--- config.mk ---
export PLATFORM = sky130hd
export DESIGN_NAME = priority_lock_arbiter_core
export DESIGN_NICKNAME = d
export VERILOG_FILES = /design/src/rtl/core/pla_pkg.sv /design/src/rtl/core/priority_lock_arbiter_core.sv
export SDC_FILE = /design/constraint.sdc
export NUM_CORES = 1
export LEC_CHECK = 0
export BUFFER_PORTS_ARGS = -buffer_cell sky130_fd_sc_hd__buf_2
export CORE_MARGIN = 1.5
export CORE_UTILIZATION = 45
export CTS_CLUSTER_SIZE = 20
export DETAILED_ROUTE_END_ITERATION = 10
export PLACE_DENSITY = 0.65
export SYNTH_ARGS = -nofsm -noshare
export SYNTH_HDL_FRONTEND = slang
export SYNTH_SLANG_ARGS = --single-unit
--- constraint.sdc ---
create_clock -name clk -period 6.6 [get_ports clk]
set_clock_uncertainty 0.1 [all_clocks]
set_input_delay 1.65 -clock clk [delete_from_list [all_inputs] [get_ports clk]]
set_output_delay 1.65 -clock clk [all_outputs]
set_load 0.05 [all_outputs]
--- src/rtl/core/pla_pkg.sv ---
`timescale 1ns / 1ps
`default_nettype none
// pla_pkg: shared widths, defaults and result codes of the priority lock arbiter
// no dependencies; imported by the core and its checker

package pla_pkg;

    localparam int ID_W         = 6;
    localparam int MAP_W        = 2 ** ID_W;
    localparam int CNT_W        = 7;
    localparam int PLA_ID_SPACE = 64;

    typedef enum logic [1:0] {
        ST_GRANTED  = 2'd0,
        ST_QUEUED   = 2'd1,
        ST_RELEASED = 2'd2,
        ST_REJECTED = 2'd3
    } status_t;

    typedef enum logic {
        FN_ACQUIRE = 1'b0,
        FN_RELEASE = 1'b1
    } func_t;

endpackage

`default_nettype wire

--- src/rtl/core/priority_lock_arbiter_core.sv ---
`timescale 1ns / 1ps
`default_nettype none
// Priority lock arbiter: a mutual-exclusion lock whose waiters are served highest id
// first. Acquire and release requests arrive as beats on the req channel (func, requester_id).
// Each request gives exactly one beat on the rsp channel, with the status, any grant made,
// and the lock state after the request. A free lock is granted at once. A busy lock puts
// the requester in a waiting bitmap. A release frees the lock and passes it in the same
// step to the highest waiting id. Repeat requests, out-of-range ids and releases of a free lock are rejected.
// Timing: one request a cycle while req_stall is low. A request is held in the input
// register. The decision (bitmap test, six-level priority encoder, counter update) is made
// between that register and the result register, which then drives the response. The
// waiting set clears at reset and needs no clearing pass.
// Depends on pla_pkg.

module priority_lock_arbiter_core
    import pla_pkg::*;
#(
    parameter int ID_SPACE = PLA_ID_SPACE
)
(
    input  wire logic              clk,
    input  wire logic              rst_n,
    // request channel
    input  wire logic              req_valid,
    output logic                   req_stall,
    input  wire logic              func,
    input  wire logic [ID_W-1:0]   requester_id,
    // response channel
    output logic                   rsp_valid,
    input  wire logic              rsp_stall,
    output logic [1:0]             status,
    output logic                   grant_valid,
    output logic [ID_W-1:0]        grant_id,
    output logic                   lock_held,
    output logic [ID_W-1:0]        holder_id,
    output logic                   requester_holds,
    output logic [CNT_W-1:0]       waiting_count
);

    // only ids representable on the port can ever wait
    localparam int SET_BITS = (ID_SPACE < MAP_W) ? ID_SPACE : MAP_W;

    // highest set bit of the bitmap by successive halving, one index bit per level
    function automatic logic [ID_W-1:0] highest_id(input logic [MAP_W-1:0] vec);
        logic [MAP_W-1:0] win;
        logic [MAP_W-1:0] hi;
        logic [MAP_W-1:0] lo;
        logic [MAP_W-1:0] low_mask;
        logic [ID_W-1:0]  idx;
        int               half;
        win = vec;
        idx = '0;
        for (int b = ID_W - 1; b >= 0; b--)
        begin
            half     = 1 << b;
            low_mask = (MAP_W'(1) << half) - MAP_W'(1);
            hi       = (win >> half) & low_mask;
            lo       = win & low_mask;
            if (hi != '0)
            begin
                idx[b] = 1'b1;
                win    = hi;
            end
            else
            begin
                win = lo;
            end
        end
        return idx;
    endfunction

    // input register
    logic              s1_valid_reg, s1_valid_next;
    func_t             func_reg;
    logic [ID_W-1:0]   id_reg;

    // lock state
    logic                held_reg,   held_next;
    logic [ID_W-1:0]     holder_reg, holder_next;
    logic [SET_BITS-1:0] set_reg,    set_next;
    logic [CNT_W-1:0]    count_reg,  count_next;

    // result register
    logic              rsp_valid_reg, rsp_valid_next;
    status_t           status_reg,    status_next;
    logic              gvalid_reg,    gvalid_next;
    logic [ID_W-1:0]   gid_reg,       gid_next;
    logic              rholds_reg,    rholds_next;

    logic              req_take;
    logic              advance;
    logic              in_range;
    logic              hold_hit;
    logic              wait_hit;
    logic [MAP_W-1:0]  map_cur;
    logic [MAP_W-1:0]  map_new;
    logic [ID_W-1:0]   top_id;

    // the input beat moves on when the result slot is free or being emptied
    assign advance   = s1_valid_reg && (!rsp_valid_reg || !rsp_stall);
    assign req_stall = s1_valid_reg && !advance;
    assign req_take  = req_valid && !req_stall;

    assign s1_valid_next  = req_take ? 1'b1 : (advance ? 1'b0 : s1_valid_reg);
    assign rsp_valid_next = advance ? 1'b1 : (rsp_valid_reg && rsp_stall);

    assign map_cur  = MAP_W'(set_reg);
    assign in_range = (32'(id_reg) < ID_SPACE);
    assign hold_hit = held_reg && (holder_reg == id_reg);
    assign wait_hit = map_cur[id_reg];
    assign top_id   = highest_id(map_cur);

    // decision for the beat in the input register
    always_comb
    begin
        held_next   = held_reg;
        holder_next = holder_reg;
        map_new     = map_cur;
        count_next  = count_reg;
        status_next = ST_REJECTED;
        gvalid_next = 1'b0;
        gid_next    = '0;
        if (func_reg == FN_ACQUIRE)
        begin
            priority if (!in_range || hold_hit || wait_hit)
            begin
                status_next = ST_REJECTED;
            end
            else if (!held_reg)
            begin
                held_next   = 1'b1;
                holder_next = id_reg;
                status_next = ST_GRANTED;
                gvalid_next = 1'b1;
                gid_next    = id_reg;
            end
            else
            begin
                map_new[id_reg] = 1'b1;
                count_next      = count_reg + CNT_W'(1);
                status_next     = ST_QUEUED;
            end
        end
        else if (held_reg)
        begin
            // release: free, then hand straight on to the top waiter
            held_next   = 1'b0;
            holder_next = '0;
            status_next = ST_RELEASED;
            if (count_reg != '0)
            begin
                map_new[top_id] = 1'b0;
                count_next      = count_reg - CNT_W'(1);
                held_next       = 1'b1;
                holder_next     = top_id;
                gvalid_next     = 1'b1;
                gid_next        = top_id;
            end
        end
        set_next    = map_new[SET_BITS-1:0];
        rholds_next = held_next && (holder_next == id_reg);
    end

    always_ff @(posedge clk or negedge rst_n)
    begin
        if (!rst_n)
        begin
            s1_valid_reg  <= 1'b0;
            rsp_valid_reg <= 1'b0;
            held_reg      <= 1'b0;
            holder_reg    <= '0;
            set_reg       <= '0;
            count_reg     <= '0;
        end
        else
        begin
            s1_valid_reg  <= s1_valid_next;
            rsp_valid_reg <= rsp_valid_next;
            if (advance)
            begin
                held_reg   <= held_next;
                holder_reg <= holder_next;
                set_reg    <= set_next;
                count_reg  <= count_next;
            end
        end
    end

    // payload registers
    always_ff @(posedge clk)
    begin
        if (req_take)
        begin
            func_reg <= func_t'(func);
            id_reg   <= requester_id;
        end
        if (advance)
        begin
            status_reg <= status_next;
            gvalid_reg <= gvalid_next;
            gid_reg    <= gid_next;
            rholds_reg <= rholds_next;
        end
    end

    // lock state after the step travels out with the result
    logic              held_out_reg;
    logic [ID_W-1:0]   holder_out_reg;
    logic [CNT_W-1:0]  count_out_reg;

    always_ff @(posedge clk)
    begin
        if (advance)
        begin
            held_out_reg   <= held_next;
            holder_out_reg <= holder_next;
            count_out_reg  <= count_next;
        end
    end

    assign rsp_valid       = rsp_valid_reg;
    assign status          = status_reg;
    assign grant_valid     = gvalid_reg;
    assign grant_id        = gid_reg;
    assign lock_held       = held_out_reg;
    assign holder_id       = holder_out_reg;
    assign requester_holds = rholds_reg;
    assign waiting_count   = count_out_reg;

endmodule

`default_nettype wire

==> impl_metrics.sql, run 1 <==
INSERT INTO impl_metrics (metric_group, metric, value, unit) VALUES
('run_status', 'status', 'complete, no violations', ''),
('global_route', 'grt_pass1_wl', '33800', 'um'),
('critical_path', 'worst_ep_arrival_time', '5.20', 'ns'),
('route', 'drt-total-wl', '21300', 'um'),
('final_layout', 'syn_to_final_growth', '10.4', '%'),
('cts', 'htree_num_levels', '3', ''),
('logic_synthesis', 'netlist.area_leader.share', '0.314', ''),
('hold_path', 'worstHoldPathType', 'register to register', ''),
('logic_synthesis', 'sequential_area_share_after_synthesis', '0.461', ''),
('sta', 'final_max_slew_viols', '0', ''),
('logic_synthesis', 'synth.area.top_cells', 'sky130_fd_sc_hd__dfrtp_1 (31%), sky130_fd_sc_hd__edfxtp_1 (15%), sky130_fd_sc_hd__a21oi_1 (12%)', ''),
('critical_path', 'worstReg2RegEnd', 'map_cur[50]', ''),
('critical_path', 'worst_path_max_delay_cell', 'sky130_fd_sc_hd__edfxtp_1', ''),
('hold_path', 'whs_endpoint', 'rsp_valid', ''),
('cts', 'postCtsSetupBuffers', '0', ''),
('critical_path', 'setup.worst_path.class', 'register to register', ''),
('global_route', 'globalRoute.busiestLayer', 'met2', ''),
('critical_path', 'path_max_fanout', '18', ''),
('cts', 'clock_tree.root_cell', 'sky130_fd_sc_hd__clkbuf_16', ''),
('critical_path', 'cp_cell_sequence', 'mux4_2 -> mux2_2 -> a22o_1 -> a211oi_1 -> nand4_1 -> nor2_1 -> inv_2 -> or3_1 -> nor2_1 -> a21oi_1 -> a21oi_1', ''),
('route', 'drtPass1Iterations', '6', ''),
('sta', 'timing.final.crit_share', '0.761', ''),
('floorplanning', 'design.portCount', '37', ''),
('sta', 'max_freq', '199', 'MHz'),
('final_layout', 'stdcell_count', '894', ''),
('floorplanning', 'die-area', '14900', 'um^2'),
('cts', 'cts.hold.buffers_added', '0', ''),
('power_and_ir_drop', 'worst_ir_drop_vdd', '0.290', 'mV'),
('final_layout', 'mostFrequentLayoutCell', 'sky130_fd_sc_hd__a21oi_1', ''),
('final_layout', 'fill_cells', '1273', ''),
('route', 'detailedRoute.firstIterationViolations', '858', ''),
('global_route', 'number_of_antenna_violations_at_the_first_check_in_global_routing', '0', ''),
('sta', 'period_minus_slack', '5.02', 'ns'),
('final_layout', 'post_route_cells_drive_above_1_share', '0.150', ''),
('floorplanning', 'core_region_area', '13800', 'um^2'),
('critical_path', 'worst_path_largest_cell_delay', '0.91', 'ns'),
('global_route', 'globalRouteOverflowTotal', '0', ''),
('placed_design', 'post_dp_cell_area', '6740', 'um^2'),
('route', 'postRouteAntennaNets', '0', ''),
('sta', 'worst-slew-pin-transition', '1.29', 'ns'),
('logic_synthesis', 'synthArstFlopShare', '0.721', ''),
('cts', 'clk_latency', '0.36', 'ns'),
('final_layout', 'fin_util', '0.509', ''),
('placed_design', 'buffer_ports.inserted', '36', ''),
('floorplanning', 'die_width', '122', 'um'),
('critical_path', 'setup.worst_path.end_class', 'register', ''),
('route', 'detail_route.drc_violations', '0', ''),
('placed_design', 'place_congestion', '1.08', ''),
('critical_path', 'timing.critical_path.buf_inv', '1', ''),
('logic_synthesis', 'synth_area_per_cell', '9.35', 'um^2'),
('logic_synthesis', 'synth.ff_latch_count', '111', ''),
('placed_design', 'hpwlAfterDp', '15400', 'um'),
('global_route', 'grt_util_met1', '0.425', ''),
('sta', 'final_report_setup_violation_count', '0', ''),
('critical_path', 'r2r_cells', '11', ''),
('floorplanning', 'core.rowCount', '43', ''),
('sta', 'setup-tns-final', '0', 'ns'),
('cts', 'cts_repair_resize_count', '0', ''),
('floorplanning', 'die_y', '122', 'um'),
('cts', 'tritoncts.num_buffers', '9', ''),
('global_route', 'track_usage', '0.300', ''),
('logic_synthesis', 'synth_nets', '694', ''),
('final_layout', 'mostFrequentLayoutCells', 'sky130_fd_sc_hd__a21oi_1 (158), sky130_fd_sc_hd__dfrtp_1 (80), sky130_fd_sc_hd__nor2_1 (59), sky130_fd_sc_hd__nand2_1 (40), sky130_fd_sc_hd__buf_2 (35)', ''),
('logic_synthesis', 'synth_flop_cell', 'sky130_fd_sc_hd__dfrtp_1', ''),
('cts', 'cts_num_sinks', '111', ''),
('sta', 'worst_slew_margin', '0.131', ''),
('route', 'route.detailed.vias_per_inst', '6.76', ''),
('logic_synthesis', 'post_synthesis_cell_area', '6370', 'um^2'),
('power_and_ir_drop', 'total_leakage_power', '0.00293', 'uW'),
('sta', 'final-hold-violation-count', '0', ''),
('route', 'vias', '6046', '');
==> worst max-delay path by stage <==
| stage | from | endpoint | depth (start not counted) |
|---|---|---|---|
| final | id_reg[0] | map_cur[50] | 11 |
| after floorplan | rsp_stall | req_stall | 2 |
| after global routing | id_reg[0] | requester_holds | 12 |
| after CTS | id_reg[0] | requester_holds | 12 |
| after global placement | id_reg[0] | map_cur[10] | 12 |
| after detailed placement | id_reg[0] | map_cur[50] | 11 |
==> cell type report <==
type	instances	area (um^2)	share of cell area
flip-flops and latches	111	2930	0.417
clock buffers	10	229	0.0326
repair buffers	52	303	0.0431
inverters	21	78.8	0.0112
multi-input cells	514	3200	0.455
well taps	180	225	0.0320
clock inverters	6	66.3	0.00943
==> per-layer routing <==
layer	part of all wire	vias up
li1	-	2630
met5	0	-
met2	0.44	406
met1	0.42	2925
met4	0.041	0
met3	0.10	85
==> power breakdown <==
| group | internal, uW | switching (uW) | leakage [uW] | total [uW] |
|---|---|---|---|---|
| clock network | 297 | 251 | 0.000147 | 548 |
| logic | 627 | 1300 | 0.00143 | 1930 |
| registers | 903 | 216 | 0.00135 | 1120 |
==> Yosys cell counts (all sizes together), types with 3 or more instances <==
library cell	n
a41oi	4
inv	20
and2	4
mux2	16
nand4	9
a21o	7
nand2	40
mux4	6
or3	6
a31oi	6
dfrtp	80
or4	3
mux2i	6
o22ai	7
and4	3
a221o	4
o21ai	28
o221a	5
o21bai	6
nor2	59
nor2b	3
o221ai	5
nor3	20
nand2b	6
buf	11
nor4	14
nor3b	5
xor2	4
a211oi	4
edfxtp	31
o31ai	3
a22o	5
and3	7
xnor2	9
clkbuf	24
a21oi	159
o21a	9
a221oi	7
nand3	13
==> metrics by stage <==
stage | power [uW] | hold slack [ns] | setup WS (ns)
2_1_floorplan | 2420 | 0.357 | 2.78
3_3_place_gp | 2980 | 0.370 | 1.92
3_5_place_dp | 2980 | 0.389 | 1.72
4_1_cts | 3540 | 0.409 | 1.68
5_1_grt | 3780 | 0.456 | 1.25
6_report | 3600 | 0.408 | 1.58
==> worst register-to-register path, cell delays in order (launching register included) <==
cell and delay, ns:
sky130_fd_sc_hd__edfxtp_1 0.91, sky130_fd_sc_hd__mux4_2 0.60, sky130_fd_sc_hd__mux2_2 0.28, sky130_fd_sc_hd__a22o_1 0.25
sky130_fd_sc_hd__a211oi_1 0.30, sky130_fd_sc_hd__nand4_1 0.20, sky130_fd_sc_hd__nor2_1 0.63, sky130_fd_sc_hd__inv_2 0.16
sky130_fd_sc_hd__or3_1 0.45, sky130_fd_sc_hd__nor2_1 0.70, sky130_fd_sc_hd__a21oi_1 0.17, sky130_fd_sc_hd__a21oi_1 0.18
==> logic make-up (layout without fill, tap and decap cells) <==
logic type	count (synthesis)	in the layout	synth area share
AOI/OAI and AO/OA	272	272	0.262
and+or+nand+nor	199	199	0.159
DFF	111	111	0.461
buffers and inverters	56	89	0.0375
muxes	28	28	0.0589
xor gates and xnor gates	13	13	0.0179
adders and majority gates	2	2	0.00393
(Power assumes the default switching activity.)
==> run 2, diff against run 1 <==
--- a/config.mk
+++ b/config.mk
@@ -10,7 +10,7 @@
 export CORE_UTILIZATION = 45
 export CTS_CLUSTER_SIZE = 20
 export DETAILED_ROUTE_END_ITERATION = 10
-export PLACE_DENSITY = 0.65
+export PLACE_DENSITY = 0.67
 export SYNTH_ARGS = -nofsm -noshare
 export SYNTH_HDL_FRONTEND = slang
 export SYNTH_SLANG_ARGS = --single-unit
==> constraint.sdc (replaced) <==
create_clock -name clk -period 4.39 [get_ports clk]
set_clock_uncertainty 0.1 [all_clocks]
set_input_delay 1.0975 -clock clk [delete_from_list [all_inputs] [get_ports clk]]
set_output_delay 1.0975 -clock clk [all_outputs]
set_load 0.05 [all_outputs]
==> run 2 against run 1 <==
Wire length increased by 16%. Non-clock buffer count increased by 52. Die area unchanged.
==> impl_metrics.sql, run 2 (synthesis results as in run 1) <==
INSERT INTO impl_metrics (metric_group, metric, value, unit) VALUES
('run_status', 'status', 'complete, no violations', ''),
('global_route', 'grt_pass1_wl', '37300', 'um'),
('final_layout', 'layout.cell_area.non_filler', '7460', 'um^2'),
('route', 'detail_route.drc_violations', '0', ''),
('sta', 'final_max_slew_viols', '0', ''),
('global_route', 'number_of_antenna_violations_at_the_first_check_in_global_routing', '0', ''),
('floorplanning', 'start_util', '0.461', ''),
('final_layout', 'antenna_cells_inserted', '0', ''),
('route', 'vias', '6298', ''),
('floorplanning', 'design.portCount', '37', ''),
('sta', 'rsz0062_at_grt', 'no', ''),
('floorplanning', 'die_width', '122', 'um'),
('cts', 'clock_tree_from_tritoncts', 'done', ''),
('cts', 'clock_tree.buffer_depth', '2', ''),
('floorplanning', 'die_y', '122', 'um'),
('final_layout', 'fin_nets', '774', ''),
('critical_path', 'worst_path_largest_cell_delay', '0.54', 'ns'),
('floorplanning', 'core.rowCount', '43', ''),
('critical_path', 'path_max_fanout', '9', ''),
('cts', 'cts.hold.buffers_added', '0', ''),
('critical_path', 'setup.worst_path.end_class', 'register', ''),
('critical_path', 'cp_cell_sequence', 'or4_4 -> nor4_4 -> and2_1 -> a41oi_2 -> o221a_1 -> buf_4 -> a221o_1 -> a41oi_2 -> o21a_2 -> o221a_4 -> xnor2_1 -> nor4_1', ''),
('final_layout', 'fin_util', '0.540', ''),
('sta', 'setup-tns-final', '0', 'ns'),
('global_route', 'grt_pass1_vias', '6108', ''),
('route', 'wire_per_inst', '26.2', 'um'),
('route', 'detailroute.wirelength.met2', '11100', 'um'),
('cts', 'htree_num_levels', '3', ''),
('global_route', 'grt_start_max_net_pins', '81', ''),
('sta', 'final-hold-violation-count', '0', ''),
('global_route', 'globalRouteOverflowTotal', '0', ''),
('cts', 'cts_num_sinks', '111', ''),
('floorplanning', 'die-area', '14900', 'um^2'),
('final_layout', 'syn_to_final_growth', '17.2', '%'),
('final_layout', 'post_route_cells_drive_above_1_share', '0.209', ''),
('placed_design', 'place_congestion', '1.02', ''),
('sta', 'worst-slew-pin-transition', '1.10', 'ns'),
('final_layout', 'mostFrequentLayoutCell', 'sky130_fd_sc_hd__a21oi_1', ''),
('hold_path', 'worstHoldPathCells', '1', ''),
('critical_path', 'worst_ep_arrival_time', '4.28', 'ns'),
('route', 'top_layer_used', 'met4', ''),
('cts', 'cts_clk_pin_slew_worst_paths', '0.08', 'ns'),
('critical_path', 'crit_path_start_kind', 'register', ''),
('global_route', 'track_usage', '0.347', ''),
('placed_design', 'post_dp_cell_area', '7110', 'um^2'),
('sta', 'final_report_setup_violation_count', '0', ''),
('cts', 'clock_tree.root_cell', 'sky130_fd_sc_hd__clkbuf_16', ''),
('route', 'route.detailed.vias_per_inst', '6.66', ''),
('sta', 'timing.final.crit_share', '0.959', ''),
('route', 'met3_length', '2380', 'um'),
('final_layout', 'mostFrequentLayoutCells', 'sky130_fd_sc_hd__a21oi_1 (158), sky130_fd_sc_hd__dfrtp_1 (80), sky130_fd_sc_hd__buf_4 (68), sky130_fd_sc_hd__nor2_1 (58), sky130_fd_sc_hd__nand2_1 (40)', ''),
('power_and_ir_drop', 'power_density', '807', 'nW/um^2'),
('power_and_ir_drop', 'total_leakage_power', '0.00320', 'uW'),
('power_and_ir_drop', 'worst_ir_drop_vdd', '0.369', 'mV'),
('placed_design', 'buffer_ports.inserted', '36', ''),
('sta', 'period_minus_slack', '4.21', 'ns'),
('final_layout', 'fill_cells', '1250', ''),
('route', 'drtPass1Iterations', '5', ''),
('final_layout', 'largest_register_ff_count', '64', ''),
('critical_path', 'cpMostUsedCell', 'sky130_fd_sc_hd__a41oi_2', ''),
('cts', 'tritoncts.num_buffers', '9', ''),
('route', 'drt-total-wl', '24800', 'um'),
('critical_path', 'crit_required', '4.46', 'ns'),
('hold_path', 'worstHoldPathType', 'register to register', ''),
('sta', 'max_freq', '238', 'MHz'),
('floorplanning', 'core_region_area', '13800', 'um^2'),
('critical_path', 'setup.worst_path.class', 'register to register', ''),
('placed_design', 'dp.cells', '926', ''),
('cts', 'clk_latency', '0.36', 'ns'),
('route', 'detailedRoute.firstIterationViolations', '756', ''),
('final_layout', 'layout.area.seq', '2930', 'um^2'),
('critical_path', 'r2r_cells', '12', ''),
('sta', 'worst_slew_margin', '0.265', ''),
('power_and_ir_drop', 'finalPower', '6020', 'uW'),
('critical_path', 'worst_path_max_delay_cell', 'sky130_fd_sc_hd__or4_4', ''),
('final_layout', 'stdcell_count', '946', ''),
('final_layout', 'multiInputGateArea', '3210', 'um^2'),
('run', 'maxCapViolCount', '0', ''),
('route', 'postRouteAntennaNets', '0', ''),
('route', 'detail_route.wirelength.met1', '10100', 'um'),
('placed_design', 'hpwlAfterDp', '18300', 'um');
[run 2: cell types whose count changed in the layout (fill, tap and decap cells not counted), sizes merged]
cell,delta
buf,+52
bufinv,-1
clkinv,-2
clkbuf,+3
[run 2: path summary, 6_finish.rpt]
path	from	to	slack, ns
hold / removal	s1_valid_reg	rsp_valid	0.40
hold reg to reg	s1_valid_reg	rsp_valid	0.40
min in group asynchronous	rst_n	count_reg[3]	0.83
setup reg to reg	map_cur[17]	requester_holds	0.18
max in group asynchronous	rst_n	map_cur[63]	2.65
setup / recovery	map_cur[17]	requester_holds	0.18
[run 2: layout make-up]
| class | instances | area share |
|---|---|---|
| Multi-Input combinational cell | 514 | 0.430 |
| Sequential cell | 111 | 0.393 |
| Timing Repair Buffer | 104 | 0.0946 |
| Clock buffer | 13 | 0.0392 |
| Tap cell | 180 | 0.0302 |
| Inverter | 21 | 0.0106 |
| Clock inverter | 3 | 0.00268 |
[run 2: critical path, delay by kind of cell, from the launching register on]
kind	cells	cell delay (ns)
AOI/OAI and AO/OA	6	1.58
xor gates and xnor gates	1	0.09
buffers and inverters	1	0.19
DFF	1	0.42
and+or+nand+nor	4	1.63
[run 2: report_power, final]
| group | total, uW | switching [uW] | internal [uW] |
|---|---|---|---|
| Sequential | 1670 | 314 | 1360 |
| Clock | 861 | 388 | 472 |
| Combinational | 3490 | 2250 | 1240 |
[run 2: stage by stage]
step / setup WS, ns / hold slack (ns)
after floorplan: 1.03 / 0.357
after global placement: 0.0881 / 0.374
after detailed placement: 0.139 / 0.380
after CTS: 0.122 / 0.400
after global routing: 0.111 / 0.412
final: 0.181 / 0.397
[run 2: repair_timing]
item | CTS | global route
gates resized for setup | 0 | 2
setup buffers | 0 | 4
hold endpoints to repair | 0 | 0
setup endpoints to repair | 0 | 21
[run 2: layer usage]
metal | vias to the layer above | GRT usage
li1 | 2727 | -
met1 | 3106 | 0.460
met2 | 387 | 0.539
met3 | 78 | 0.0843
met4 | 0 | 0.157
met5 | - | 0
